--- config.mk ---
export PLATFORM = sky130hd
export DESIGN_NAME = bfr_parser
export DESIGN_NICKNAME = d
export VERILOG_FILES = /design/src/hdl/bfr_pkg.sv /design/src/hdl/bfr_parser.sv
export SDC_FILE = /design/constraint.sdc
export NUM_CORES = 1
export LEC_CHECK = 0
export ABC_AREA = 1
export BUFFER_PORTS_ARGS = -buffer_cell sky130_fd_sc_hd__buf_4
export CAP_MARGIN = 20
export CORE_UTILIZATION = 45
export CTS_BUF_LIST = sky130_fd_sc_hd__clkbuf_8
export DETAILED_ROUTE_END_ITERATION = 6
export PLACE_DENSITY_LB_ADDON = 0.08
export SETUP_SLACK_MARGIN = 0.1
export SLEW_MARGIN = 10
export SYNTH_ARGS = -nofsm -noshare
export SYNTH_HDL_FRONTEND = slang
export SYNTH_SLANG_ARGS = --single-unit
--- constraint.sdc ---
create_clock -name clock -period 3 [get_ports clock]
set_input_delay 0 -clock clock [delete_from_list [all_inputs] [get_ports clock]]
set_output_delay 0 -clock clock [all_outputs]
set_load 0.02 [all_outputs]
--- src/hdl/bfr_pkg.sv ---
`timescale 1ns / 1ps
`default_nettype none
// ----------------------------------------------------------------------------
// bfr_pkg
// Shared types and constants of the binary frame receiver.
// ----------------------------------------------------------------------------
package bfr_pkg;

   // request op codes
   localparam logic [1:0] BFR_OP_BYTE = 2'd0;
   localparam logic [1:0] BFR_OP_TICK = 2'd1;
   localparam logic [1:0] BFR_OP_READ = 2'd2;

   // register indexes on the csr port
   localparam logic [1:0] BFR_REG_SYNC_FIRST    = 2'd0;
   localparam logic [1:0] BFR_REG_SYNC_SECOND   = 2'd1;
   localparam logic [1:0] BFR_REG_TIMEOUT_TICKS = 2'd2;

   localparam logic [7:0]  BFR_SYNC_FIRST_RST    = 8'hA5;
   localparam logic [7:0]  BFR_SYNC_SECOND_RST   = 8'h5A;
   localparam logic [15:0] BFR_TIMEOUT_TICKS_RST = 16'd0;

   // position / long-form length register width
   localparam int unsigned BFR_POS_W = 15;
   localparam logic [15:0] BFR_TICK_MAX = 16'hFFFF;

   typedef enum logic [3:0] {
      BFR_HUNT     = 4'd0,
      BFR_SYNC2    = 4'd1,
      BFR_LEN      = 4'd2,
      BFR_LEN2     = 4'd3,
      BFR_PAYLOAD  = 4'd4,
      BFR_CHECK    = 4'd5,
      BFR_COMPLETE = 4'd6,
      BFR_ERROR    = 4'd7,
      BFR_CKERROR  = 4'd8
   } state_type;

   typedef struct packed {
      logic [7:0]  sync_first;
      logic [7:0]  sync_second;
      logic [15:0] timeout_ticks;
   } cfg_type;

   // parser outcome for one request, loaded into the response register
   typedef struct packed {
      logic [3:0]  status;
      logic [10:0] frame_length;
   } result_type;

endpackage
`default_nettype wire

--- src/hdl/bfr_parser.sv ---
`timescale 1ns / 1ps
`default_nettype none
// ----------------------------------------------------------------------------
// bfr_parser
// Frame parser state machine, inactivity timer and running checksum.
// ----------------------------------------------------------------------------
module bfr_parser #(
   parameter int unsigned MAX_PAYLOAD = 1024,
   parameter int unsigned AW          = 10,
   parameter int unsigned LEN_W       = 11
) (
   input  wire logic            clock,
   input  wire logic            reset,
   input  wire logic            step,
   input  wire logic [1:0]      op,
   input  wire logic [7:0]      rx_byte,
   input  wire bfr_pkg::cfg_type cfg,
   output logic                 wr_en,
   output logic [AW-1:0]        wr_addr,
   output logic [7:0]           wr_data,
   output bfr_pkg::result_type  result
);

   localparam logic [15:0] MaxLen = 16'(MAX_PAYLOAD);

   bfr_pkg::state_type           state_ff, state_in, cur;
   logic [bfr_pkg::BFR_POS_W-1:0] pos_ff, pos_in;
   logic [LEN_W-1:0]             len_ff, len_in;
   logic [7:0]                   xor_ff, xor_in;
   logic [15:0]                  elapsed_ff, elapsed_in;
   logic                         take_len;
   logic [bfr_pkg::BFR_POS_W-1:0] len_cand;
   logic [15:0]                  len_cand_ext;
   logic [15:0]                  len_ext, len_in_ext;
   logic [15:0]                  pos_inc;
   logic                         timed_out;

   assign len_ext      = 16'(len_ff);
   assign len_in_ext   = 16'(len_in);
   assign len_cand_ext = 16'(len_cand);
   assign pos_inc      = 16'(pos_ff) + 16'd1;
   assign timed_out    = (cfg.timeout_ticks != 16'd0) && (elapsed_ff >= cfg.timeout_ticks);

   assign wr_addr = pos_ff[AW-1:0];
   assign wr_data = rx_byte;

   always_comb begin
      state_in   = state_ff;
      pos_in     = pos_ff;
      len_in     = len_ff;
      xor_in     = xor_ff;
      elapsed_in = elapsed_ff;
      wr_en      = 1'b0;
      take_len   = 1'b0;
      len_cand   = '0;
      cur        = state_ff;
      if (step) begin
         case (op)
            bfr_pkg::BFR_OP_BYTE: begin
               if (timed_out) begin
                  cur = bfr_pkg::BFR_HUNT;
               end
               // a finished frame: this byte is hunted like any other
               if (cur inside {bfr_pkg::BFR_COMPLETE, bfr_pkg::BFR_ERROR,
                               bfr_pkg::BFR_CKERROR}) begin
                  cur = bfr_pkg::BFR_HUNT;
               end
               state_in = cur;
               case (cur)
                  bfr_pkg::BFR_HUNT: begin
                     if (rx_byte == cfg.sync_first) begin
                        state_in   = bfr_pkg::BFR_SYNC2;
                        elapsed_in = 16'd0;
                     end
                  end
                  bfr_pkg::BFR_SYNC2: begin
                     state_in = (rx_byte == cfg.sync_second) ? bfr_pkg::BFR_LEN
                                                             : bfr_pkg::BFR_ERROR;
                  end
                  bfr_pkg::BFR_LEN: begin
                     if (rx_byte[7]) begin
                        pos_in   = {8'd0, rx_byte[6:0]};
                        state_in = bfr_pkg::BFR_LEN2;
                     end else begin
                        take_len = 1'b1;
                        len_cand = {8'd0, rx_byte[6:0]};
                     end
                  end
                  bfr_pkg::BFR_LEN2: begin
                     take_len = 1'b1;
                     len_cand = {pos_ff[6:0], rx_byte};
                  end
                  bfr_pkg::BFR_PAYLOAD: begin
                     wr_en  = (16'(pos_ff) < MaxLen);
                     xor_in = xor_ff ^ rx_byte;
                     if (pos_inc >= len_ext) begin
                        state_in = bfr_pkg::BFR_CHECK;
                     end
                     pos_in = pos_inc[bfr_pkg::BFR_POS_W-1:0];
                  end
                  bfr_pkg::BFR_CHECK: begin
                     state_in = (rx_byte == xor_ff) ? bfr_pkg::BFR_COMPLETE
                                                    : bfr_pkg::BFR_CKERROR;
                  end
                  default: begin
                     state_in = bfr_pkg::BFR_HUNT;
                  end
               endcase
               if (take_len) begin
                  // zero or oversize length: keep the old length
                  if (len_cand_ext == 16'd0 || len_cand_ext > MaxLen) begin
                     state_in = bfr_pkg::BFR_ERROR;
                  end else begin
                     len_in   = len_cand_ext[LEN_W-1:0];
                     pos_in   = '0;
                     xor_in   = 8'd0;
                     state_in = bfr_pkg::BFR_PAYLOAD;
                  end
               end
            end
            bfr_pkg::BFR_OP_TICK: begin
               if (elapsed_ff != bfr_pkg::BFR_TICK_MAX) begin
                  elapsed_in = elapsed_ff + 16'd1;
               end
            end
            default: begin
            end
         endcase
      end
   end

   assign result.status       = state_in;
   assign result.frame_length = len_in_ext[10:0];

   always_ff @(posedge clock) begin
      if (reset) begin
         state_ff   <= bfr_pkg::BFR_HUNT;
         pos_ff     <= '0;
         len_ff     <= '0;
         xor_ff     <= 8'd0;
         elapsed_ff <= 16'd0;
      end else begin
         state_ff   <= state_in;
         pos_ff     <= pos_in;
         len_ff     <= len_in;
         xor_ff     <= xor_in;
         elapsed_ff <= elapsed_in;
      end
   end

   // checksum byte is only ever expected straight after the payload
   a_check_from_payload : assert property (@(posedge clock) disable iff (reset)
      (state_ff == bfr_pkg::BFR_CHECK && !$past(reset)
       && $past(state_ff) != bfr_pkg::BFR_CHECK)
      |-> $past(state_ff) == bfr_pkg::BFR_PAYLOAD)
      else $error("check state entered from outside payload");

   a_pos_below_len : assert property (@(posedge clock) disable iff (reset)
      state_ff == bfr_pkg::BFR_PAYLOAD |-> 16'(pos_ff) < len_ext)
      else $error("payload position ran past frame length");

   a_ticks_monotonic : assert property (@(posedge clock) disable iff (reset)
      (!$past(reset) && elapsed_ff < $past(elapsed_ff)) |-> elapsed_ff == 16'd0)
      else $error("tick counter went back without a restart");

endmodule
`default_nettype wire

==> results.json <==
{
  "min_from": "rx_byte[0]",
  "area_growth_pct": 34.69,
  "n_antenna_cell": 0,
  "rr_startpoint": "elapsed_ff[11]",
  "io_pins": 79,
  "synthMuxAreaShare": 0,
  "grtUsageTotal": 0.2598,
  "rsz0062_at_grt": "yes",
  "yosysWarnings": 0,
  "fin_area_um2": 6190,
  "antenna_found_initial": 0,
  "run_status": "finished, final reports clean",
  "start_util": 0.4680,
  "holdBufCountCts": 0,
  "synth.distinct_cells": 46,
  "reg2regPathDepth": 20,
  "drtIter0Drc": 213,
  "synth_top_area_frac": 0.2352,
  "rows": 36,
  "synth_edf_count": 0,
  "cp_max_fo": 8,
  "portBuffers": 78,
  "cts_buffers": 5,
  "ys_ff_latch": 54,
  "fin_crit_sh": 0.9874,
  "synth_xor_area_frac": 0.08767,
  "die_x_um": 103.1,
  "hold_viol": 0,
  "powerDensity_nw_per_um2": 255.2,
  "drc_errors": 0,
  "cts_tree": "yes",
  "routed_wl_um": 13450,
  "clock_sinks": 54,
  "period_needed_ns": 2.962,
  "clock_latency_ns": 0.32,
  "synthAdderAreaFrac": 0.07895,
  "slowest_delay_ns": 0.35,
  "synth_area_per_cell_um2": 6.729,
  "clock_skew_ns": 0.01199,
  "core_um2": 9819,
  "syn_inst": 683,
  "worstSetupPathType": "register to output port",
  "grt_max_degree": 41,
  "cts_htree_levels": 2,
  "mappedNetlistNets": 757,
  "fp.dieH_um": 103.1,
  "crit_required_ns": 3.00,
  "hold_class": "input port to register",
  "hpwl_um": 9548,
  "placed_area_um2": 5260,
  "synth_compound_area_frac": 0.1345,
  "crit_path_end_kind": "output port",
  "synth_top_area_cell": "dfxtp_1",
  "path_common_cell": "nand2_2",
  "cp_cell_sequence": "ha_4 > a21oi_1 > o21ai_0 > a21oi_2 > nand2_2 > nand2_8 > nand2_8 > inv_6 > nand4_4 > o21ai_2 > nand2_2 > nand2_2 > nand3_4 > buf_12 > o21ai_4 > inv_2 > buf_6",
  "grt-ovfl-total": 0,
  "viasPerCell": 5.240,
  "synth_commonest_cells": "152 x nand2_1, 83 x inv_1, 54 x dfxtp_1",
  "synth_top_family_by_area": "simple AND/OR/NAND/NOR gates",
  "vias": 4821,
  "whs_ns": 0.004658,
  "grt_pass1_wl_um": 21570,
  "synth_simple_gate_area_share": 0.3322,
  "hold_end": "len_ff[0]",
  "drtPass1Iterations": 5,
  "worst_pin_slew_ns": 0.6410,
  "syn_area_um2": 4596,
  "cap_viol_max_count": 0,
  "async_flop_share": 0,
  "slew_headroom": 0.5716,
  "yosys.cell_count.top_type": "nand2_1",
  "drtAntennaViolNets": 0,
  "drive_gt1_frac": 0.3443,
  "yosys_most_used_dff": "dfxtp_1",
  "synth_seq_area_share": 0.2352,
  "slew_violations": 0,
  "cts_root_buffer": "clkbuf_8",
  "hold_depth": 3,
  "r2r-end": "len_ff[4]",
  "cts_max_path_buffers": 2,
  "clkTransAtPathRegs_ns": 0.11,
  "cp.arrival_ns": 2.96,
  "ir_drop_mv": 0.1969,
  "synthTopCellsByArea": "dfxtp_1 24%, nand2_1 12%, ha_1 7.9%",
  "fmax_ghz": 0.3376,
  "finalSetupViolations": 0,
  "fin_nets": 860,
  "wl_per_cell_um": 14.62,
  "gp_congestion": 0.9450,
  "cp_slowest_cell": "dfxtp_2",
  "grt_pass1_vias": 4505,
  "p_leak_nw": 2.775,
  "die_area_um2": 10620,
  "cp-start-kind": "register",
  "r2r_setup_slack_ns": 0.10
}
per-layer routing:
layer / GRT usage / share of wire / up-vias
met5: 0 / 0 / -
met3: 0.03593 / 0.064 / 23
li1: - / - / 2429
met2: 0.4333 / 0.46 / 169
met4: 0.07042 / 0.019 / 0
met1: 0.3504 / 0.45 / 2200
metrics by stage:
| stage | utilization | instances | TNS, ns | worst slack, ns | total power, W |
|---|---|---|---|---|---|
| 3_5_place_dp | 0.5357 | 875 | 0 | 0.09990 | 0.001047 |
| 2_1_floorplan | - | 683 | 0 | 0.5987 | 0.0009323 |
| 5_1_grt | 0.6304 | 920 | -0.9621 | -0.09871 | 0.001655 |
| 4_1_cts | 0.5873 | 905 | 0 | 0.08765 | 0.001562 |
| 6_report | 0.6304 | 920 | 0 | 0.03785 | 0.001579 |
| 3_3_place_gp | 0.5357 | 875 | 0 | 0.1719 | 0.001042 |
layout by cell type (no fill, tap or decap), types with 22 or more instances in the layout:
cell,count
buf_4,125
o21ai_0,22
xor2_1,30
inv_1,76
nor2_1,47
nand3_1,24
nand4_1,24
dfxtp_1,38
a21oi_1,42
nand2_1,142
timing repair:
item / CTS / global route
endpoints found under the setup margin: 21 / 42
setup buffers: 22 / 15
resized for setup: 63 / 63
pin swaps: 15 / 24
worst max-delay path by stage:
stage                     end  cells after the start           start
finish              result[3]                     17  elapsed_ff[11]
floorplan           pos_ff[4]                     16  elapsed_ff[11]
detailed placement  len_ff[9]                     17   elapsed_ff[9]
global placement    result[9]                     18  elapsed_ff[15]
CTS                 result[3]                     22   elapsed_ff[6]
global route        result[4]                     21   elapsed_ff[5]
critical path: cells and delay by family, from the launching register on:
family	cells	cell delay [ns]
buffers and inverters	4	0.44
adder cells (fa/ha/maj)	1	0.22
AO/OA/AOI/OAI	5	0.77
flip-flops	1	0.35
AND/OR/NAND/NOR	7	0.86
state kept, by name, indices dropped and copies added (netlist names):
signal / cells
xor_ff: 8
elapsed_ff: 16
pos_ff: 15
state_ff: 4
len_ff: 11
cell families after synthesis:
group                    after synthesis
AND/OR/NAND/NOR                      315
buffers and inverters                133
AO/OA/AOI/OAI                        106
flip-flops                            54
XOR/XNOR                              46
adder cells (fa/ha/maj)               29
cell type report:
cell class / instances / area [µm²]
Clock buffer: 5 / 68.82
Clock inverter: 3 / 41.29
Fill cell: 896 / 3630
Inverter: 91 / 355.3
Multi-Input combinational cell: 496 / 3338
Sequential cell: 54 / 1109
Tap cell: 133 / 166.4
Timing Repair Buffer: 138 / 1111
where the power goes:
| group | internal [W] | switching (W) | total [W] |
|---|---|---|---|
| Clock | 0.000247 | 0.000262 | 0.000508 |
| Combinational | 0.000143 | 0.000193 | 0.000336 |
| Sequential | 0.000724 | 0.0000109 | 0.000735 |
Note: power is estimated with default switching activity, not from simulation.
